## src/sv/i2c_master_register_access_sequencer_assert.svh

```systemverilog
// assertion macros for the i2c register access sequencer
`ifndef I2C_MASTER_REGISTER_ACCESS_SEQUENCER_ASSERT_SVH
`define I2C_MASTER_REGISTER_ACCESS_SEQUENCER_ASSERT_SVH

`ifndef NO_ASSERTIONS

// property that must hold at every clock edge out of reset
`define I2C_SEQ_ASSERT(lbl, prop) \
    lbl: assert property (@(posedge clk) disable iff (!rst_n) (prop)) \
        else $error("i2c sequencer check failed");

// condition that must lead to a consequence in the following cycle
`define I2C_SEQ_ASSERT_NEXT(lbl, pre, post) \
    lbl: assert property (@(posedge clk) disable iff (!rst_n) (pre) |=> (post)) \
        else $error("i2c sequencer sequence check failed");

`else

`define I2C_SEQ_ASSERT(lbl, prop)
`define I2C_SEQ_ASSERT_NEXT(lbl, pre, post)

`endif

`endif

```

## src/sv/i2c_seq_pkg.sv

```systemverilog
// shared types and constants of the i2c register access sequencer
`default_nettype none

package i2c_seq_pkg;

    localparam int BUFFER_DEPTH_DEF = 256;
    localparam int LOAD_INDEX_W     = 8;
    localparam int LOAD_SPAN        = 2 ** LOAD_INDEX_W;
    localparam int LEN_W            = 9;
    localparam int S_TDATA_W        = 48;
    localparam int S_TUSER_W        = 3;
    localparam int M_TDATA_W        = 40;

    // func codes on s_tuser
    localparam logic [S_TUSER_W-1:0] FUNC_START_READ  = 3'd0;
    localparam logic [S_TUSER_W-1:0] FUNC_START_WRITE = 3'd1;
    localparam logic [S_TUSER_W-1:0] FUNC_STATUS      = 3'd2;
    localparam logic [S_TUSER_W-1:0] FUNC_BUS_ERROR   = 3'd3;
    localparam logic [S_TUSER_W-1:0] FUNC_LOAD_BYTE   = 3'd4;

    // direction bit of the address byte
    localparam logic [7:0] DIR_MASK = 8'hFE;
    localparam logic [7:0] DIR_READ = 8'h01;

    typedef enum logic [2:0] {
        OP_NONE,
        OP_START_RD,
        OP_START_WR,
        OP_STATUS,
        OP_BUS_ERR,
        OP_LOAD
    } op_t;

    typedef enum logic [3:0] {
        PH_IDLE,
        PH_R_START,
        PH_R_WADDR,
        PH_R_REG,
        PH_R_RSTART,
        PH_R_RADDR,
        PH_R_DATA,
        PH_W_START,
        PH_W_ADDR,
        PH_W_NEXT,
        PH_W_LAST
    } phase_t;

    typedef struct packed {
        op_t                     op;
        logic [7:0]              device_address;
        logic [7:0]              register_address;
        logic [LEN_W-1:0]        transfer_length;
        logic                    start_sent;
        logic                    address_acked;
        logic                    tx_empty;
        logic                    byte_finished;
        logic                    rx_full;
        logic [7:0]              data_byte;
        logic [LOAD_INDEX_W-1:0] load_index;
    } q_item_t;

    typedef struct packed {
        logic       busy_res;
        logic       done_error;
        logic       done_res;
        logic [7:0] rx_index;
        logic [7:0] rx_byte;
        logic       rx_valid;
        logic [7:0] tx_byte;
        logic       tx_valid;
        logic       ack_off;
        logic       ack_on;
        logic       issue_stop;
        logic       issue_start;
    } res_t;

endpackage

`default_nettype wire

```

## src/sv/i2c_seq_ram.sv

```systemverilog
// generic single write port ram with registered read
`default_nettype none

module i2c_seq_ram #(
    parameter int WIDTH = 8,
    parameter int DEPTH = 256,
    parameter int ADDR_W = (DEPTH > 1) ? $clog2(DEPTH) : 1
) (
    input  wire logic              clk,
    input  wire logic              wr_en,
    input  wire logic [ADDR_W-1:0] wr_addr,
    input  wire logic [WIDTH-1:0]  wr_data,
    input  wire logic              rd_en,
    input  wire logic [ADDR_W-1:0] rd_addr,
    output logic      [WIDTH-1:0]  rd_data
);

    logic [WIDTH-1:0] mem [DEPTH];

    always_ff @(posedge clk)
    begin
        if (wr_en)
        begin
            mem[wr_addr] <= wr_data;
        end
        if (rd_en)
        begin
            rd_data <= mem[rd_addr];
        end
    end

endmodule

`default_nettype wire

```

## src/sv/i2c_seq_front.sv

```systemverilog
// front end: accepts items, classifies func and queues them for the back end
`default_nettype none

module i2c_seq_front (
    input  wire logic                             clk,
    input  wire logic                             rst_n,
    input  wire logic                             s_tvalid,
    output logic                                  s_tready,
    input  wire logic [i2c_seq_pkg::S_TDATA_W-1:0] s_tdata,
    input  wire logic [i2c_seq_pkg::S_TUSER_W-1:0] s_tuser,
    input  wire logic                             pop,
    output logic                                  q_valid,
    output i2c_seq_pkg::q_item_t                  q_item
);

    import i2c_seq_pkg::*;

    q_item_t    item_in;
    q_item_t    mem [2];
    logic       wr_ptr_reg, wr_ptr_next;
    logic       rd_ptr_reg, rd_ptr_next;
    logic [1:0] count_reg, count_next;
    logic       push;

    // classify the func code
    always_comb
    begin
        case (s_tuser)
            FUNC_START_READ:  item_in.op = OP_START_RD;
            FUNC_START_WRITE: item_in.op = OP_START_WR;
            FUNC_STATUS:      item_in.op = OP_STATUS;
            FUNC_BUS_ERROR:   item_in.op = OP_BUS_ERR;
            FUNC_LOAD_BYTE:   item_in.op = OP_LOAD;
            default:          item_in.op = OP_NONE;
        endcase
        item_in.device_address   = s_tdata[7:0];
        item_in.register_address = s_tdata[15:8];
        item_in.transfer_length  = s_tdata[24:16];
        item_in.start_sent       = s_tdata[25];
        item_in.address_acked    = s_tdata[26];
        item_in.tx_empty         = s_tdata[27];
        item_in.byte_finished    = s_tdata[28];
        item_in.rx_full          = s_tdata[29];
        item_in.data_byte        = s_tdata[37:30];
        item_in.load_index       = s_tdata[45:38];
    end

    assign s_tready = (count_reg != 2'd2);
    assign push     = s_tvalid && s_tready;
    assign q_valid  = (count_reg != 2'd0);
    assign q_item   = mem[rd_ptr_reg];

    always_comb
    begin
        wr_ptr_next = push ? ~wr_ptr_reg : wr_ptr_reg;
        rd_ptr_next = pop ? ~rd_ptr_reg : rd_ptr_reg;
        count_next  = count_reg + 2'(push) - 2'(pop);
    end

    always_ff @(posedge clk)
    begin
        if (push)
        begin
            mem[wr_ptr_reg] <= item_in;
        end
    end

    always_ff @(posedge clk or negedge rst_n)
    begin
        if (!rst_n)
        begin
            wr_ptr_reg <= 1'b0;
            rd_ptr_reg <= 1'b0;
            count_reg  <= 2'd0;
        end
        else
        begin
            wr_ptr_reg <= wr_ptr_next;
            rd_ptr_reg <= rd_ptr_next;
            count_reg  <= count_next;
        end
    end

endmodule

`default_nettype wire

```

## src/sv/i2c_seq_back.sv

```systemverilog
// back end: phase machine, transmit buffer and output register
`default_nettype none

module i2c_seq_back #(
    parameter int BUFFER_DEPTH = i2c_seq_pkg::BUFFER_DEPTH_DEF
) (
    input  wire logic                             clk,
    input  wire logic                             rst_n,
    input  wire logic                             q_valid,
    input  wire i2c_seq_pkg::q_item_t             q_item,
    output logic                                  pop,
    output logic                                  m_tvalid,
    input  wire logic                             m_tready,
    output logic      [i2c_seq_pkg::M_TDATA_W-1:0] m_tdata
);

    import i2c_seq_pkg::*;

    localparam int ADDR_W = (BUFFER_DEPTH > 1) ? $clog2(BUFFER_DEPTH) : 1;
    localparam logic [ADDR_W-1:0] PTR_LAST = ADDR_W'(BUFFER_DEPTH - 1);

    phase_t            phase_reg, phase_next;
    logic [7:0]        dev_reg, dev_next;
    logic [7:0]        regaddr_reg, regaddr_next;
    logic [LEN_W-1:0]  len_reg, len_next;
    logic [LEN_W-1:0]  pos_reg, pos_next;
    logic [ADDR_W-1:0] ptr_reg, ptr_next;
    logic              m_valid_reg, m_valid_next;
    logic              from_ram_reg;
    res_t              res_reg, res_next;
    logic              from_ram_next;
    logic [LEN_W:0]    pos_inc;
    logic              fire;
    logic              ram_wr_en, ram_rd_en;
    logic [7:0]        ram_rd_data;
    logic [7:0]        tx_byte_out;
    logic [ADDR_W-1:0] load_mod [LOAD_SPAN];

    // load index folded onto the buffer depth
    for (genvar g = 0; g < LOAD_SPAN; g++)
    begin : g_load_mod
        assign load_mod[g] = ADDR_W'(g % BUFFER_DEPTH);
    end

    i2c_seq_ram #(
        .WIDTH (8),
        .DEPTH (BUFFER_DEPTH)
    ) u_tx_buffer (
        .clk     (clk),
        .wr_en   (ram_wr_en),
        .wr_addr (load_mod[q_item.load_index]),
        .wr_data (q_item.data_byte),
        .rd_en   (ram_rd_en),
        .rd_addr (ptr_reg),
        .rd_data (ram_rd_data)
    );

    assign fire    = q_valid && (!m_valid_reg || m_tready);
    assign pop     = fire;
    assign pos_inc = {1'b0, pos_reg} + (LEN_W+1)'(1);

    always_comb
    begin
        phase_next    = phase_reg;
        dev_next      = dev_reg;
        regaddr_next  = regaddr_reg;
        len_next      = len_reg;
        pos_next      = pos_reg;
        ptr_next      = ptr_reg;
        res_next      = '0;
        from_ram_next = 1'b0;
        ram_wr_en     = 1'b0;
        ram_rd_en     = 1'b0;

        if (fire)
        begin
            case (q_item.op)
                OP_START_RD, OP_START_WR:
                begin
                    dev_next             = q_item.device_address;
                    regaddr_next         = q_item.register_address;
                    len_next             = q_item.transfer_length;
                    pos_next             = '0;
                    ptr_next             = '0;
                    res_next.issue_start = 1'b1;
                    if (q_item.op == OP_START_RD)
                    begin
                        res_next.ack_on = 1'b1;
                        phase_next      = PH_R_START;
                    end
                    else
                    begin
                        phase_next = PH_W_START;
                    end
                end
                OP_BUS_ERR:
                begin
                    res_next.issue_stop = 1'b1;
                    res_next.done_res   = 1'b1;
                    res_next.done_error = 1'b1;
                    phase_next          = PH_IDLE;
                end
                OP_LOAD:
                begin
                    ram_wr_en = 1'b1;
                end
                OP_STATUS:
                begin
                    case (phase_reg)
                        PH_R_START, PH_W_START:
                        begin
                            if (q_item.start_sent)
                            begin
                                res_next.tx_valid = 1'b1;
                                res_next.tx_byte  = dev_reg & DIR_MASK;
                                phase_next = (phase_reg == PH_R_START) ? PH_R_WADDR : PH_W_ADDR;
                            end
                        end
                        PH_R_WADDR, PH_W_ADDR:
                        begin
                            if (q_item.address_acked)
                            begin
                                res_next.tx_valid = 1'b1;
                                res_next.tx_byte  = regaddr_reg;
                                phase_next = (phase_reg == PH_R_WADDR) ? PH_R_REG : PH_W_NEXT;
                            end
                        end
                        PH_R_REG:
                        begin
                            if (q_item.tx_empty)
                            begin
                                res_next.issue_start = 1'b1;
                                phase_next           = PH_R_RSTART;
                            end
                        end
                        PH_R_RSTART:
                        begin
                            if (q_item.start_sent)
                            begin
                                res_next.tx_valid = 1'b1;
                                res_next.tx_byte  = dev_reg | DIR_READ;
                                phase_next        = PH_R_RADDR;
                            end
                        end
                        PH_R_RADDR:
                        begin
                            if (q_item.address_acked)
                            begin
                                phase_next = PH_R_DATA;
                            end
                        end
                        PH_R_DATA:
                        begin
                            if (q_item.rx_full)
                            begin
                                res_next.rx_valid = 1'b1;
                                res_next.rx_byte  = q_item.data_byte;
                                res_next.rx_index = pos_reg[7:0];
                                // last byte, or a zero length read
                                if (pos_inc >= {1'b0, len_reg})
                                begin
                                    res_next.ack_off    = 1'b1;
                                    res_next.issue_stop = 1'b1;
                                    res_next.done_res   = 1'b1;
                                    phase_next          = PH_IDLE;
                                end
                                pos_next = pos_inc[LEN_W-1:0];
                            end
                        end
                        PH_W_NEXT:
                        begin
                            if (q_item.tx_empty)
                            begin
                                if (pos_reg < len_reg)
                                begin
                                    res_next.tx_valid = 1'b1;
                                    ram_rd_en         = 1'b1;
                                    from_ram_next     = 1'b1;
                                    pos_next          = pos_inc[LEN_W-1:0];
                                    ptr_next = (ptr_reg == PTR_LAST) ? '0 : ptr_reg + 1'b1;
                                end
                                else
                                begin
                                    phase_next = PH_W_LAST;
                                end
                            end
                        end
                        PH_W_LAST:
                        begin
                            if (q_item.byte_finished)
                            begin
                                res_next.issue_stop = 1'b1;
                                res_next.done_res   = 1'b1;
                                phase_next          = PH_IDLE;
                            end
                        end
                        default:
                        begin
                        end
                    endcase
                end
                default:
                begin
                end
            endcase
        end
        res_next.busy_res = (phase_next != PH_IDLE);

        if (fire)
        begin
            m_valid_next = 1'b1;
        end
        else if (m_tready)
        begin
            m_valid_next = 1'b0;
        end
        else
        begin
            m_valid_next = m_valid_reg;
        end
    end

    always_ff @(posedge clk)
    begin
        if (fire)
        begin
            res_reg <= res_next;
        end
    end

    always_ff @(posedge clk or negedge rst_n)
    begin
        if (!rst_n)
        begin
            phase_reg    <= PH_IDLE;
            dev_reg      <= '0;
            regaddr_reg  <= '0;
            len_reg      <= '0;
            pos_reg      <= '0;
            ptr_reg      <= '0;
            m_valid_reg  <= 1'b0;
            from_ram_reg <= 1'b0;
        end
        else
        begin
            phase_reg   <= phase_next;
            dev_reg     <= dev_next;
            regaddr_reg <= regaddr_next;
            len_reg     <= len_next;
            pos_reg     <= pos_next;
            ptr_reg     <= ptr_next;
            m_valid_reg <= m_valid_next;
            if (fire)
            begin
                from_ram_reg <= from_ram_next;
            end
        end
    end

    // buffer data comes straight from the ram output register
    assign tx_byte_out = from_ram_reg ? ram_rd_data : res_reg.tx_byte;
    assign m_tvalid    = m_valid_reg;
    assign m_tdata     = {7'd0, res_reg.busy_res, res_reg.done_error, res_reg.done_res,
                          res_reg.rx_index, res_reg.rx_byte, res_reg.rx_valid,
                          tx_byte_out, res_reg.tx_valid, res_reg.ack_off, res_reg.ack_on,
                          res_reg.issue_stop, res_reg.issue_start};

endmodule

`default_nettype wire

```

## src/sv/i2c_master_register_access_sequencer.sv

```systemverilog
// top level of the i2c master register access sequencer
//
//  channel  | direction | contents
//  ---------+-----------+------------------------------------------------
//  s_axis   | in        | one command or status event per transfer
//  m_axis   | out       | one bus request / result per input transfer
//
// one item per clock sustained while m_tready stays high; an item taken in passes
// the front queue register, then the result register of the phase machine stage
// the rate is set by the phase update in the back end
// rst_n clears the phase machine, saved transfer state, the front queue and the
// output valid flag; the transmit buffer holds nothing defined until loaded
// a stalled m_axis fills the two-entry queue, then s_tready drops
`default_nettype none

`include "i2c_master_register_access_sequencer_assert.svh"

module i2c_master_register_access_sequencer #(
    parameter int BUFFER_DEPTH = i2c_seq_pkg::BUFFER_DEPTH_DEF
) (
    input  wire logic                             clk,
    input  wire logic                             rst_n,
    input  wire logic                             s_tvalid,
    output logic                                  s_tready,
    // device_address[7:0], register_address[15:8], transfer_length[24:16],
    // start_sent[25], address_acked[26], tx_empty[27], byte_finished[28],
    // rx_full[29], data_byte[37:30], load_index[45:38], zero pad above
    input  wire logic [i2c_seq_pkg::S_TDATA_W-1:0] s_tdata,
    // func[2:0]
    input  wire logic [i2c_seq_pkg::S_TUSER_W-1:0] s_tuser,
    output logic                                  m_tvalid,
    input  wire logic                             m_tready,
    // issue_start[0], issue_stop[1], ack_on[2], ack_off[3], tx_valid[4],
    // tx_byte[12:5], rx_valid[13], rx_byte[21:14], rx_index[29:22],
    // done_res[30], done_error[31], busy_res[32], zero pad above
    output logic      [i2c_seq_pkg::M_TDATA_W-1:0] m_tdata
);

    import i2c_seq_pkg::*;

    logic    q_valid;
    logic    pop;
    q_item_t q_item;

    // front: decode func and buffer up to two items
    i2c_seq_front u_front (
        .clk      (clk),
        .rst_n    (rst_n),
        .s_tvalid (s_tvalid),
        .s_tready (s_tready),
        .s_tdata  (s_tdata),
        .s_tuser  (s_tuser),
        .pop      (pop),
        .q_valid  (q_valid),
        .q_item   (q_item)
    );

    // back: phase machine, tx buffer ram and result register
    i2c_seq_back #(
        .BUFFER_DEPTH (BUFFER_DEPTH)
    ) u_back (
        .clk      (clk),
        .rst_n    (rst_n),
        .q_valid  (q_valid),
        .q_item   (q_item),
        .pop      (pop),
        .m_tvalid (m_tvalid),
        .m_tready (m_tready),
        .m_tdata  (m_tdata)
    );

    // with the result register empty the back end drains, so the queue has room
    `I2C_SEQ_ASSERT(a_ready_when_out_empty, !m_tvalid |-> s_tready)
    // error completions only ever come with done
    `I2C_SEQ_ASSERT(a_err_needs_done, m_tvalid |-> (!m_tdata[31] || m_tdata[30]))
    // a finished transfer leaves the sequencer idle
    `I2C_SEQ_ASSERT(a_done_not_busy, (m_tvalid && m_tdata[30]) |-> !m_tdata[32])
    // buffer data only shows on the port when a byte is sent
    `I2C_SEQ_ASSERT(a_tx_byte_zero, (m_tvalid && !m_tdata[4]) |-> (m_tdata[12:5] == 8'd0))
    // an item accepted while m_tvalid is low is followed by a valid result on m_axis
    `I2C_SEQ_ASSERT_NEXT(a_item_reaches_out, (s_tvalid && s_tready && !m_tvalid), ##1 m_tvalid)

endmodule

`default_nettype wire
```

## config.mk

```make
export PLATFORM = sky130hd
export DESIGN_NAME = i2c_master_register_access_sequencer
export DESIGN_NICKNAME = d
export VERILOG_FILES = /design/src/sv/i2c_seq_pkg.sv /design/src/sv/i2c_seq_ram.sv /design/src/sv/i2c_seq_front.sv /design/src/sv/i2c_seq_back.sv /design/src/sv/i2c_master_register_access_sequencer.sv
export VERILOG_INCLUDE_DIRS = /design/src /design/src/sv
export SDC_FILE = /design/constraint.sdc
export NUM_CORES = 2
export LEC_CHECK = 0
export BUFFER_PORTS_ARGS = -buffer_cell sky130_fd_sc_hd__buf_2
export CORE_MARGIN = 2
export CORE_UTILIZATION = 50
export DETAILED_ROUTE_END_ITERATION = 10
export PLACE_DENSITY = 0.65
export SYNTH_ARGS = -nofsm -noshare
export SYNTH_HDL_FRONTEND = slang
export SYNTH_SLANG_ARGS = --single-unit
export TNS_END_PERCENT = 20
```

## constraint.sdc

```tcl
create_clock -name clk -period 6.5 [get_ports clk]
set_clock_uncertainty 0.1 [all_clocks]
set_input_delay 0.975 -clock clk [delete_from_list [all_inputs] [get_ports clk]]
set_output_delay 0.975 -clock clk [all_outputs]
set_load 0.005 [all_outputs]
```

Yosys cells after proc, flatten, opt, wreduce, memory -nomap -nowiden
Memory sizes are Yosys's and may differ from the RTL's. A register that Yosys moved wholly into a read port is not among the register bits.
Cells that the tools add are included.

word-level totals
  bits in registers = 85
  bits in latches = 0
  memory bits (writable) = 2,146
  bits in read-only memories = 2,048
  input port bits = 55
  memories kept = 3

cells by class
  add/subtract/negate cells = 4
  multipliers = 0
  div/mod/pow operators = 0
  $lt $le $gt $ge = 3
  equal/unequal tests = 28
  shifts and indexed selects = 0
  mux-type cells = 61
  bitwise logic cells = 3
  reductions and logical operators = 17

memory list
  name                    words  bits a word  rd ports  clocked after Yosys merged registers in  wr ports  RTL line             source
  (name not given)        256    8            1         0                                        0         i2c_seq_back.sv:51   .wr_addr (load_mod[q_item.load_index]),
  u_back.u_tx_buffer.mem  256    8            1         1                                        1         i2c_seq_ram.sv:18    logic [WIDTH-1:0] mem [DEPTH];
  u_front.mem             2      49           1         0                                        1         i2c_seq_front.sv:19  q_item_t mem [2];

operator list
  operator                                                               count
  8-bit two-way mux                                                      7
  9-bit two-way mux                                                      6
  4-bit two-way mux                                                      13
  9-bit one-hot mux with 2 select lines                                  2
  4-bit one-hot mux with 8 select lines                                  1
  8-bit one-hot mux with 3 select lines                                  1
  1-bit two-way mux                                                      20
  18-bit two-way mux                                                     1
  4-bit by 3-bit equality test with 1-bit output, second input constant  4
  8-bit one-hot mux with 2 select lines                                  1
  3-bit one-hot mux with 5 select lines                                  1
  3-bit by 2-bit equality test with 1-bit output, second input constant  4
  4-bit equality test, second input constant                             3
  4-bit one-hot mux with 3 select lines                                  1
  9-bit by 1-bit adder with 10-bit output, second input constant         1
  10-bit by 9-bit greater-or-equal comparator with 1-bit output          1
  1-bit one-hot mux with 2 select lines                                  5
  3-bit equality test, second input constant                             3
  9-bit greater-or-equal comparator, second input constant               1
  9-bit < comparator                                                     1
  3-bit inequality test, second input constant                           3
  8-bit NOT with 9-bit output                                            1
  8-bit by 1-bit adder with 8-bit output, second input constant          1
  4-bit by 2-bit equality test with 1-bit output, second input constant  2
  other kinds (22)                                                       32

Longest topological paths before layout
  depth after elaboration = 8
  mapped depth = 13

Hierarchy
A second synthesis with hierarchy kept.

second synthesis, totals
  cell total of the unflattened synthesis = 4,400
  area total of the unflattened synthesis = 88,279.7 sq um

modules (own cells, without submodules)
  module         times used  cells an instance  area an instance (sq um)  seq. area each (sq um)
  i2c_seq_ram    1           3,733              79,636.4                  61,739.2
  i2c_seq_back   1           490                4,658.2                   2,137.0
  i2c_seq_front  1           177                3,985.1                   3,042.9

Worst setup path after synthesis
Ideal clock, no wire load.

  kind = register -> register
  start = register u_front.rd_ptr_reg
  end = memory u_back.u_tx_buffer.mem[0][6], data pin
  setup time = 0.556 ns
  arrival time = 3.103 ns
  required time = 5.844 ns
  setup slack = 2.740 ns
  stages on the path, launching flop included = 7
  cell sequence = dfrtp_1 > buf_4 > buf_2 > buf_2 > buf_4 > buf_2 > mux2_2

RTL lines
  what                    RTL line             source
  from (decl)             i2c_seq_front.sv:21  logic rd_ptr_reg, rd_ptr_next;
  from (signal assigned)  i2c_seq_front.sv:79  rd_ptr_reg <= rd_ptr_next;
  to (decl)               i2c_seq_ram.sv:18

==> impl_metrics.yaml <==
clock_network:
  insertion_delay_ps: 840
  cts-htree-levels: 4
  clock-root-buffer: "clkbuf_16"
  post_cts.repair.setup_buffers: 0
  postCtsHoldBufs: 0
  cts_tree: "built"
  tritoncts.num_buffers: 219
  cts_resized: 0
  clock_path_buffers: 3
  clk_pin_slew_ps: 60
  cts_sinks: 2235
routing:
  ant_nets: 0
  vias: 43497
  routed-wl-met2_um: 104000
  drc_errors: 0
  vias_per_cell: 6.28
  wl_um: 218000
  firstDrtPassIters: 6
  drt_iter0_markers: 5482
  met3WireLength_um: 21000
  detail_route.wl_per_cell_um: 31.4
  highest_layer: "met5"
  m1WireLength_um: 86400
die:
  chipHeight_um: 423
  start_util_pct: 50.4
  design.die.area_um2: 179000
  core_um2: 174000
  pin_count: 97
  die_width_um: 423
  rows: 153
run:
  cap_violations: 0
timing:
  setup_tns_ps: 0
  period_needed_ps: 4510
  rsz0062_at_grt: "false"
  final.period_utilization_pct: 69.4
  relSlewSlack_pct: 12.8
  setup_viol: 0
  worstMarginPinSlew_ps: 1300
  drv_slew: 0
  finalHoldViolCount: 0
  fmax_mhz: 222
cells_and_area:
  largest_reg_flops: 2048
  fill_cells: 12900
  synthToLayoutAreaGrowth_pct: 10.8
  nNetsFinal: 4501
  seq_area_um2: 66900
  multi_input_area_um2: 19400
  drive_gt1_share_pct: 21.9
  regMostFlops: "u_back.u_tx_buffer.mem"
setup_path:
  regToRegStartpoint: "u_back.ptr_reg[0]"
  path_class: "reg2reg"
  worstRegToRegCells: 6
  crit_path_start: "u_back.ptr_reg[0]"
  r2r-end: "u_back.u_tx_buffer.rd_data[7]"
  r2r_setup_slack_ps: 1990
  worstPathRequired_ps: 6940
  critPathCaptureType: "register"
  arrival_ps: 4950
  worstPathMaxFanout: 48
  startpoint_type: "register"
synthesis:
  async_flop_share_pct: 2.28
  syn_inst: 4291
  post_synth_num_cell_types: 74
  synth-seq-cells: 2235
  synth_top_flop_cell: "edfxtp_1"
  ys_seq_area_share_pct: 76.0
  ys.warnings.count: 0
  synth_edf_count: 2184
  avgSynthCellArea_um2: 20.5
  synth_area_um2: 87900
pwr:
  power_density_nw_per_um2: 345
  p_total_mw: 33.6
  ir_worst_vdd_v: 0.000345
  leakage_nw: 29.5
global_routing:
  grt.total_usage_pct: 24.2
  overflow: 0
  grt_pass1_vias: 42995
  grt_pass1_wl_um: 310000
  grt_max_degree: 227
  antenna_found_initial: 6
placed_design:
  port_buffers: 86
  globalplace.congestion: 0.849
  place.detailed.hpwl_um: 127000
status:
  outcome: "finished clean"
worst_hold_path:
  hold_class: "in2async"
layer usage:
metal  track usage [%]  up-vias
li1                  -    17967
met2              37.7     2159
met5                 0        -
met3              5.54      338
met4              7.58        2
met1              34.4    23031
where the power goes:
group / total, mW / internal, mW / switching [mW]
clock: 12.0 / 6.71 / 5.31
combinational: 3.46 / 0.638 / 2.82
sequential: 18.1 / 17.9 / 0.235
final cells by class:
type | count | share of cell area [%]
Clock buffer | 292 | 5.97
Sequential cell | 2235 | 68.6
Clock inverter | 104 | 0.968
Multi-Input combinational cell | 1751 | 19.9
Tap cell | 2325 | 2.99
Timing Repair Buffer | 184 | 1.39
Inverter | 33 | 0.127
Antenna cell | 6 | 0.0154
cell usage after synthesis (all sizes together), types with 30 or more instances:
| cell type | instances | area, µm² |
|---|---|---|
| nand2 | 129 | 484 |
| nor2 | 317 | 1190 |
| dfrtp | 51 | 1280 |
| mux4 | 499 | 11300 |
| o21ai | 99 | 495 |
| a211oi | 41 | 308 |
| a22oi | 62 | 465 |
| o22ai | 32 | 200 |
| clkbuf | 106 | 460 |
| buf | 171 | 1310 |
| edfxtp | 2184 | 65600 |
| mux2i | 187 | 1880 |
| a21oi | 60 | 300 |
| inv | 30 | 113 |
cells by family (layout without fill, tap and decap cells):
| logic type | after synthesis | after routing | share of synthesized area (%) |
|---|---|---|---|
| muxes | 709 | 709 | 15.2 |
| and+or+nand+nor | 572 | 572 | 2.79 |
| buffers and inverters | 311 | 613 | 2.16 |
| other | 1 | 13 | 0.00426 |
| DFF | 2235 | 2235 | 76.0 |
| xor gates and xnor gates | 17 | 17 | 0.169 |
| AOI/OAI and AO/OA | 424 | 424 | 3.30 |
| adders and majority gates | 22 | 22 | 0.313 |
worst max-delay path, stage by stage, from the launching register on:
cell,delay (ps)
dfrtp_4,1070
buf_12,430
mux4_2,610
mux4_2,530
a22o_1,330
nor4b_1,880
nor4_1,170
cell usage in the layout (no fill, tap or decap), types with 15 or more instances in the layout:
cell type     n
nor2_1      313
dfrtp_1      45
clkbuf_16   220
nand2_1     121
o21ai_0      97
mux4_2      493
a22oi_1      62
nand3_1      19
buf_2        86
o22ai_1      32
o221ai_1     29
a221oi_1     18
inv_1        30
edfxtp_1   2184
mux2i_1     186
clkinv_2     21
buf_4        83
mux2_2       15
clkinv_1     57
clkbuf_1     68
a211oi_1     41
a22o_1       19
ha_1         22
a21oi_1      60
nand2b_1     17
and2_1       19
buf_12       15
worst max-delay path by stage:
stage               depth (start not counted)                             to  slack (ps)
global placement                            7  u_back.u_tx_buffer.rd_data[0]        2040
CTS                                         7  u_back.u_tx_buffer.rd_data[0]        2020
detailed placement                          7  u_back.u_tx_buffer.rd_data[0]        2020
floorplan                                   6   u_back.u_tx_buffer.mem[0][6]        2740
finish                                      6  u_back.u_tx_buffer.rd_data[7]        1990
global route                                6  u_back.u_tx_buffer.rd_data[5]        1830
per-stage QoR:
stage	utilization, %	hold WS, ps	std cells	worst slack (ps)	instance area (µm²)
finish	55.9	191	6930	1990	97400
global route	55.9	169	6926	1830	97400
CTS	55.9	149	6924	2020	97400
detailed placement	52.0	371	6528	2020	90700
global placement	52.0	367	6528	2040	90700
floorplan	-	350	4297	2740	88000
Note: power is estimated with default switching activity, not from simulation.
